File: src/rtl/core/lac_pkg.sv
// lac_pkg: phase codes, lamp mode codes and the result record of the lift
// actuator controller. No dependencies.
package lac_pkg;

   // phase codes
   localparam logic [2:0] PhIdle           = 3'd0;
   localparam logic [2:0] PhUp             = 3'd1;
   localparam logic [2:0] PhDown           = 3'd2;
   localparam logic [2:0] PhRising         = 3'd3;
   localparam logic [2:0] PhLowering       = 3'd4;
   localparam logic [2:0] PhRisingForced   = 3'd5;
   localparam logic [2:0] PhLoweringForced = 3'd6;

   // lamp mode codes
   localparam logic [1:0] LampOff   = 2'd0;
   localparam logic [1:0] LampOn    = 2'd1;
   localparam logic [1:0] LampBlink = 2'd2;
   localparam logic [1:0] LampFast  = 2'd3;

   // register indexes
   localparam logic RegRaiseTime = 1'b0;
   localparam logic RegLowerTime = 1'b1;

   localparam int TimeWidth    = 20;
   localparam int ElapsedWidth = 10;

   // one result as held in the output queue
   typedef struct packed {
      logic       valve_raise;
      logic       valve_lower;
      logic [1:0] up_lamp_mode;
      logic [1:0] down_lamp_mode;
      logic [2:0] phase_now;
   } result_type;

endpackage

File: src/rtl/core/lift_actuator_controller.sv
// lift_actuator_controller: phase state machine, countdown timer, register
// port and two-entry output queue. Depends on lac_pkg.
//
//  channel   direction  handshake                      contents
//  req_*     in         req_valid / req_stall          elapsed ms, four button flags
//  rsp_*     out        rsp_valid / rsp_stall          valve drives, lamp modes, phase
//  p*        in/out     psel, penable, pwrite, pready  raise and lower durations
//
// One request per clock while req_stall is low: the phase update is one
// subtract and compare on the 20-bit count, done in the cycle the request is
// accepted, and the result lands in a two-entry output queue the next edge.
// Synchronous reset puts the phase to idle, both lamps on, the durations and
// count to zero and empties the queue. req_stall rises only when both queue
// entries hold results that the receiving side has not taken.
module lift_actuator_controller (
   input  logic                    clock,
   input  logic                    reset,
   // request channel
   input  logic                    req_valid,
   output logic                    req_stall,
   input  logic [9:0]              req_elapsed_ms,
   input  logic                    req_up_short_press,
   input  logic                    req_down_short_press,
   input  logic                    req_up_held_long,
   input  logic                    req_down_held_long,
   // result channel
   output logic                    rsp_valid,
   input  logic                    rsp_stall,
   output logic                    rsp_valve_raise,
   output logic                    rsp_valve_lower,
   output logic [1:0]              rsp_up_lamp_mode,
   output logic [1:0]              rsp_down_lamp_mode,
   output logic [2:0]              rsp_phase_now,
   // register port
   input  logic                    psel,
   input  logic                    penable,
   input  logic                    pwrite,
   input  logic [2:0]              paddr,
   input  logic [31:0]             pwdata,
   output logic [31:0]             prdata,
   output logic                    pready
);
   import lac_pkg::*;

   logic [TimeWidth-1:0] raise_time_ff;
   logic [TimeWidth-1:0] lower_time_ff;
   logic [2:0]           phase_ff, phase_in;
   logic [TimeWidth-1:0] time_left_ff, time_left_in;
   logic [1:0]           up_lamp_ff, up_lamp_in;
   logic [1:0]           down_lamp_ff, down_lamp_in;

   logic                 req_take;
   logic                 rsp_take;
   logic                 do_enter;
   logic [2:0]           enter_phase;
   logic [TimeWidth-1:0] elapsed_wide;
   logic                 time_done;
   result_type           result_in;

   result_type           queue_ff [2];
   logic                 wr_ptr_ff, rd_ptr_ff;
   logic [1:0]           count_ff;

   // register port
   assign pready = 1'b1;

   always_ff @(posedge clock) begin
      if (reset) begin
         raise_time_ff <= '0;
         lower_time_ff <= '0;
      end else if (psel && penable && pwrite && pready) begin
         unique case (paddr[2])
            RegRaiseTime: raise_time_ff <= pwdata[TimeWidth-1:0];
            RegLowerTime: lower_time_ff <= pwdata[TimeWidth-1:0];
            default: ;
         endcase
      end
   end

   always_comb begin
      unique case (paddr[2])
         RegRaiseTime: prdata = {{(32-TimeWidth){1'b0}}, raise_time_ff};
         RegLowerTime: prdata = {{(32-TimeWidth){1'b0}}, lower_time_ff};
         default:      prdata = '0;
      endcase
   end

   // handshakes
   assign req_stall = (count_ff == 2'd2);
   assign req_take  = req_valid && !req_stall;
   assign rsp_valid = (count_ff != 2'd0);
   assign rsp_take  = rsp_valid && !rsp_stall;

   // countdown compare
   assign elapsed_wide = {{(TimeWidth-ElapsedWidth){1'b0}}, req_elapsed_ms};
   assign time_done    = (elapsed_wide >= time_left_ff);

   // phase transition selection
   always_comb begin
      do_enter     = 1'b0;
      enter_phase  = PhIdle;
      time_left_in = time_left_ff;
      unique case (phase_ff)
         PhUp: begin
            priority if (req_down_short_press) begin
               do_enter = 1'b1; enter_phase = PhLowering;
            end else if (req_down_held_long) begin
               do_enter = 1'b1; enter_phase = PhLoweringForced;
            end else if (req_up_held_long) begin
               do_enter = 1'b1; enter_phase = PhRisingForced;
            end
         end
         PhDown: begin
            priority if (req_up_short_press) begin
               do_enter = 1'b1; enter_phase = PhRising;
            end else if (req_up_held_long) begin
               do_enter = 1'b1; enter_phase = PhRisingForced;
            end else if (req_down_held_long) begin
               do_enter = 1'b1; enter_phase = PhLoweringForced;
            end
         end
         PhRising, PhLowering: begin
            if (time_done) begin
               time_left_in = '0;
               do_enter     = 1'b1;
               enter_phase  = (phase_ff == PhRising) ? PhUp : PhDown;
            end else begin
               time_left_in = time_left_ff - elapsed_wide;
               if (req_up_short_press || req_down_short_press) begin
                  do_enter    = 1'b1;
                  enter_phase = PhIdle;
               end
            end
         end
         PhRisingForced: begin
            if (!req_up_held_long) begin
               do_enter = 1'b1; enter_phase = PhIdle;
            end
         end
         PhLoweringForced: begin
            if (!req_down_held_long) begin
               do_enter = 1'b1; enter_phase = PhIdle;
            end
         end
         default: begin
            // idle, and the unused code which behaves as idle
            priority if (req_up_short_press) begin
               do_enter = 1'b1; enter_phase = PhRising;
            end else if (req_down_short_press) begin
               do_enter = 1'b1; enter_phase = PhLowering;
            end else if (req_up_held_long) begin
               do_enter = 1'b1; enter_phase = PhRisingForced;
            end else if (req_down_held_long) begin
               do_enter = 1'b1; enter_phase = PhLoweringForced;
            end else if (phase_ff != PhIdle) begin
               do_enter = 1'b1; enter_phase = PhIdle;
            end
         end
      endcase
   end

   // entry actions: phase and lamps
   always_comb begin
      phase_in     = phase_ff;
      up_lamp_in   = up_lamp_ff;
      down_lamp_in = down_lamp_ff;
      if (do_enter) begin
         phase_in = enter_phase;
         unique case (enter_phase)
            PhRising: begin
               up_lamp_in   = LampBlink;
               down_lamp_in = LampOff;
            end
            PhLowering: begin
               up_lamp_in   = LampOff;
               down_lamp_in = LampBlink;
            end
            PhUp: begin
               up_lamp_in   = LampOn;
               down_lamp_in = LampOff;
            end
            PhDown: begin
               up_lamp_in   = LampOff;
               down_lamp_in = LampOn;
            end
            PhRisingForced:   up_lamp_in   = LampFast;
            PhLoweringForced: down_lamp_in = LampFast;
            default: begin
               up_lamp_in   = LampOn;
               down_lamp_in = LampOn;
            end
         endcase
      end
   end

   // duration load overrides the countdown on entry to a timed move
   logic [TimeWidth-1:0] time_next;
   always_comb begin
      time_next = time_left_in;
      if (do_enter && enter_phase == PhRising)   time_next = raise_time_ff;
      if (do_enter && enter_phase == PhLowering) time_next = lower_time_ff;
   end

   // state registers
   always_ff @(posedge clock) begin
      if (reset) begin
         phase_ff     <= PhIdle;
         time_left_ff <= '0;
         up_lamp_ff   <= LampOn;
         down_lamp_ff <= LampOn;
      end else if (req_take) begin
         phase_ff     <= phase_in;
         time_left_ff <= time_next;
         up_lamp_ff   <= up_lamp_in;
         down_lamp_ff <= down_lamp_in;
      end
   end

   // result for the accepted request
   always_comb begin
      result_in.valve_raise    = (phase_in == PhRising) || (phase_in == PhRisingForced);
      result_in.valve_lower    = (phase_in == PhLowering) || (phase_in == PhLoweringForced);
      result_in.up_lamp_mode   = up_lamp_in;
      result_in.down_lamp_mode = down_lamp_in;
      result_in.phase_now      = phase_in;
   end

   // two-entry output queue
   always_ff @(posedge clock) begin
      if (req_take) queue_ff[wr_ptr_ff] <= result_in;
   end

   always_ff @(posedge clock) begin
      if (reset) begin
         wr_ptr_ff <= 1'b0;
         rd_ptr_ff <= 1'b0;
         count_ff  <= 2'd0;
      end else begin
         if (req_take) wr_ptr_ff <= ~wr_ptr_ff;
         if (rsp_take) rd_ptr_ff <= ~rd_ptr_ff;
         if (req_take && !rsp_take)      count_ff <= count_ff + 2'd1;
         else if (!req_take && rsp_take) count_ff <= count_ff - 2'd1;
      end
   end

   assign rsp_valve_raise    = queue_ff[rd_ptr_ff].valve_raise;
   assign rsp_valve_lower    = queue_ff[rd_ptr_ff].valve_lower;
   assign rsp_up_lamp_mode   = queue_ff[rd_ptr_ff].up_lamp_mode;
   assign rsp_down_lamp_mode = queue_ff[rd_ptr_ff].down_lamp_mode;
   assign rsp_phase_now      = queue_ff[rd_ptr_ff].phase_now;

   // checks
   a_queue_bound: assert property (@(posedge clock) disable iff (reset)
      count_ff != 2'd3)
      else $error("output queue count out of range");

   a_valves_exclusive: assert property (@(posedge clock) disable iff (reset)
      rsp_valid |-> !(rsp_valve_raise && rsp_valve_lower))
      else $error("both valves driven");

   a_forced_lamp: assert property (@(posedge clock) disable iff (reset)
      (phase_ff == PhRisingForced) |-> (up_lamp_ff == LampFast))
      else $error("rising forced without fast up lamp");

   a_queue_fill: assert property (@(posedge clock) disable iff (reset)
      (req_take && !rsp_take) |=> (count_ff == $past(count_ff) + 2'd1))
      else $error("queue count did not follow a push");

endmodule

File: config.mk
export PLATFORM = sky130hd
export DESIGN_NAME = lift_actuator_controller
export DESIGN_NICKNAME = d
export VERILOG_FILES = /design/src/rtl/core/lac_pkg.sv /design/src/rtl/core/lift_actuator_controller.sv
export SDC_FILE = /design/constraint.sdc
export NUM_CORES = 1
export LEC_CHECK = 0
export ABC_AREA = 1
export BUFFER_PORTS_ARGS = -buffer_cell sky130_fd_sc_hd__buf_2
export CAP_MARGIN = 20
export CELL_PAD_IN_SITES_DETAIL_PLACEMENT = 1
export CELL_PAD_IN_SITES_GLOBAL_PLACEMENT = 1
export CORE_UTILIZATION = 41
export DETAILED_ROUTE_END_ITERATION = 16
export GPL_ROUTABILITY_DRIVEN = 0
export MAX_ROUTING_LAYER = met4
export PLACE_DENSITY = 0.79
export SLEW_MARGIN = 20
export SYNTH_ARGS = -nofsm -noshare
export SYNTH_HDL_FRONTEND = slang
export SYNTH_SLANG_ARGS = --single-unit
File: constraint.sdc
create_clock -name clock -period 7.1 [get_ports clock]
set_input_delay 1.065 -clock clock [delete_from_list [all_inputs] [get_ports clock]]
set_output_delay 1.065 -clock clock [all_outputs]
set_load 0.1 [all_outputs]
==> key figures <==
Outcome
  • Outcome: complete, no violations

Power and ir drop
  • Pleak: 2.99 nW
  • P_sw: 0.00176 W
  • Gate power share: 0.621
  • Pwr dens: 537 nW/um^2
  • Sw Ratio: 0.537
  • Clock Power Share: 0.150
  • Flop pwr share: 0.229
  • Worst vdd ir: 0.000320 V
  • Internal power: 0.00152 W

GRT
  • GR Layer Usage met2: 0.371
  • First-pass GRT wire length: 25600 um
  • Initial antenna violation count: 0
  • Met3 Use GR: 0.0376
  • Largest net degree at the start of global routing: 60
  • Met1 usage: 0.356
  • Vias in the first global route: 5126
  • Total track usage: 0.250
  • Most used routing layer in global routing: met2
  • Grt total ovfl: 0

Die
  • Die area: 13700 sq um
  • Site Rows: 41
  • Top Ports: 100
  • Core area: 12800 sq um
  • Chip height: 117 um
  • Die width: 117 um
  • Initial core utilization: 0.426

Clock tree
  • CTS tree: built
  • TritonCTS buffer count: 9
  • CTS Buffer Depth: 2
  • CTS Hold Bufs: 0
  • Setup bufs post-CTS: 0
  • H-tree depth: 3
  • CTS resizes: 0
  • Clock Latency Late Sink: 350 ps
  • Num Clock Sinks: 90
  • Worst-path clk slew: 70 ps
  • Root Buffer: clkbuf_16

Worst setup path
  • Critical path arrival: 3770 ps
  • Worst setup path start: req_elapsed_ms[0]
  • Cell breakdown of the critical path: buf_2, ha_1, inv_1, fa_1, nand3_1, nand2_1, nand3_1, nand3_1, nand2_4, nand3_2, nand3_2, nand2_4, inv_1, nand2_1, nand3_1, nand2_1, nor2_1, nor2_1
  • Reg2reg start: time_left_ff[0]$_SDFFE_PP0P_
  • Crit Path Max Fanout: 30
  • Crit-path most repeated cell: nand3_1
  • CP bufs+invs: 3
  • Slowest stage delay, CP: 410 ps
  • Crit-path slowest cell: fa_1
  • Largest delay contributor family on the critical path: simple AND/OR/NAND/NOR gates
  • Crit Path Class: in -> reg
  • Req. time, crit path: 7350 ps
  • Worst Setup End Kind: flip-flop
  • Crit start category: primary input

Synthesis
  • Seq/Total Area, Yosys: 0.364
  • Yosys warns: 0
  • Synth unique cells: 37
  • Post-Syn Instances: 820
  • Seq cells post-synth: 90
  • Synth top area share: 0.265
  • Mean post-synth cell area: 6.63 sq um
  • Post-Syn Area: 5440 sq um
  • Top cells by area, synth: dfxtp_1 (27%), nand2_1 (14%), edfxtp_1 (9.9%)
  • Post-synth top area cell: dfxtp_1

STA
  • Count of final hold-check violations: 0
  • Final min period: 3520 ps
  • RSZ-0062 raised after global routing: false
  • Setup violators final: 0
  • Clk_skew: 8.29 ps
  • Max_slew headroom: 0.368
  • Highest clock rate: 284 MHz
  • Total Neg Setup Slack: 0 ps
  • Pin slew with the least headroom to its limit: 948 ps
  • Slew Viols, Final: 0
  • Final period util: 0.496
  • Hold Slack: 463 ps

Cells and area
  • Multi-input logic area: 2890 sq um
  • Diodes inserted: 0
  • Nets: 940
  • Area Growth Syn to Fin: 12.3%
  • Util after Layout: 0.478
  • Share of layout cells above drive strength 1: 0.143
  • Reg area: 1980 sq um
  • Filler cell count in the final layout: 1746

Place
  • Hpwl dp: 11800 um
  • Buffers on Ports: 72

Detailed routing
  • Wire per inst: 15.1 um
  • Vias: 5298
  • # DRC: 0
  • 1st-iter DRT viols: 249
  • Drt pass-1 iters: 4
  • Routed Antenna Nets: 0
  • Via density: 5.05
  • WL final: 15800 um

Hold path
  • Worst hold path class: reg -> reg
  • Hold_sp: rd_ptr_ff$_SDFFE_PP0P_

Flow run
  • MaxCap Viol Count: 0
-- synth_stat cells, drive strengths merged --
cell type  instances
nand4              9
o21bai             1
inv               91
conb               2
nand3             50
nor3               7
xor2               1
or2                1
buf               23
ha                11
nand2            206
nand3b             3
nor2             138
a21oi             55
edfxtp            18
clkbuf            22
dfxtp             72
a31oi              1
o21ai             97
o21a               1
fa                 1
o41ai              1
mux2               9
-- layout make-up --
cell class | instances | area share
clock buffers | 11 | 0.0383
clock inverters | 5 | 0.0102
inverters | 91 | 0.0563
multi-input cells | 605 | 0.473
flip-flops and latches | 90 | 0.324
well taps | 172 | 0.0352
repair buffers | 75 | 0.0627
-- power by group through the flow --
stage	clock network (W)	registers (W)	logic [W]
6_report	0.000493	0.000750	0.00204
5_1_grt	0.000523	0.000765	0.00228
4_1_cts	0.000499	0.000750	0.00205
3_5_place_dp	0	0.000760	0.00203
3_3_place_gp	0	0.000749	0.00195
2_1_floorplan	0	0.000729	0.00163
-- registers in the layout, summed over array words and instances (netlist names), named ones only --
register       flops
rd_ptr_ff          1
down_lamp_ff       2
raise_time_ff     20
count_ff           2
time_left_ff      20
wr_ptr_ff          1
phase_ff           3
up_lamp_ff         2
lower_time_ff     20
queue_ff          18
-- through the flow --
step | power [W] | setup WS, ps | cell area, sq um | cells
6_report | 0.00328 | 3580 | 6110 | 1049
5_1_grt | 0.00356 | 3270 | 6110 | 1049
4_1_cts | 0.00329 | 3550 | 6110 | 1049
3_5_place_dp | 0.00279 | 3180 | 5810 | 1033
3_3_place_gp | 0.00270 | 3270 | 5810 | 1033
2_1_floorplan | 0.00236 | 2490 | 5480 | 831
-- cells by family after synthesis --
kind of cell    share of synthesized area
fa+ha+maj                          0.0290
compound gates                      0.147
xor+xnor                          0.00161
buf+inv                             0.112
flops                               0.364
other cells                       0.00138
mux                                0.0186
simple gates                        0.326
-- final timing paths --
check                                       to  slack (ps)  cells after the start
hold / removal          rd_ptr_ff$_SDFFE_PP0P_         460                      1
setup / recovery  time_left_ff[6]$_SDFFE_PP0P_        3580                     18
hold reg to reg         rd_ptr_ff$_SDFFE_PP0P_         460                      1
setup reg to reg  time_left_ff[6]$_SDFFE_PP0P_        4000                     18
-- routing by layer --
layer  share of wire  vias to the layer above  routed length [um]
li1                -                     2710                   -
met1            0.51                     2490                8140
met2            0.45                       91                7110
met3           0.031                        7                 494
met4          0.0055                        0                  87
met5               0                        -                   0
-- cell usage in the layout (no fill, tap or decap), drive strengths merged --
| cell type | instances |
|---|---|
| o21a | 1 |
| fa | 1 |
| xor2 | 1 |
| a21oi | 55 |
| or2 | 1 |
| nand4 | 9 |
| bufinv | 1 |
| o21ai | 97 |
| clkbuf | 11 |
| nand3 | 50 |
| buf | 75 |
| conb | 13 |
| mux2 | 9 |
| nor3 | 7 |
| nor2 | 138 |
| a31oi | 1 |
| nand3b | 3 |
| ha | 11 |
| inv | 92 |
| dfxtp | 72 |
| clkinvlp | 2 |
| o41ai | 1 |
| nand2 | 206 |
| o21bai | 1 |
| clkinv | 1 |
| edfxtp | 18 |
-- worst reg2reg max path, stage by stage, from the launching register on --
cell and delay [ps]:
dfxtp_1 300, inv_1 60, ha_1 170, inv_1 60
fa_1 410, nand3_1 100, nand2_1 130, nand3_1 120
nand3_1 120, nand2_4 220, nand3_2 100, nand3_2 140
nand2_4 220, inv_1 360, nand2_1 140, nand3_1 100
nand2_1 100, nor2_1 100, nor2_1 50
Power figures use the tool's default switching activity.
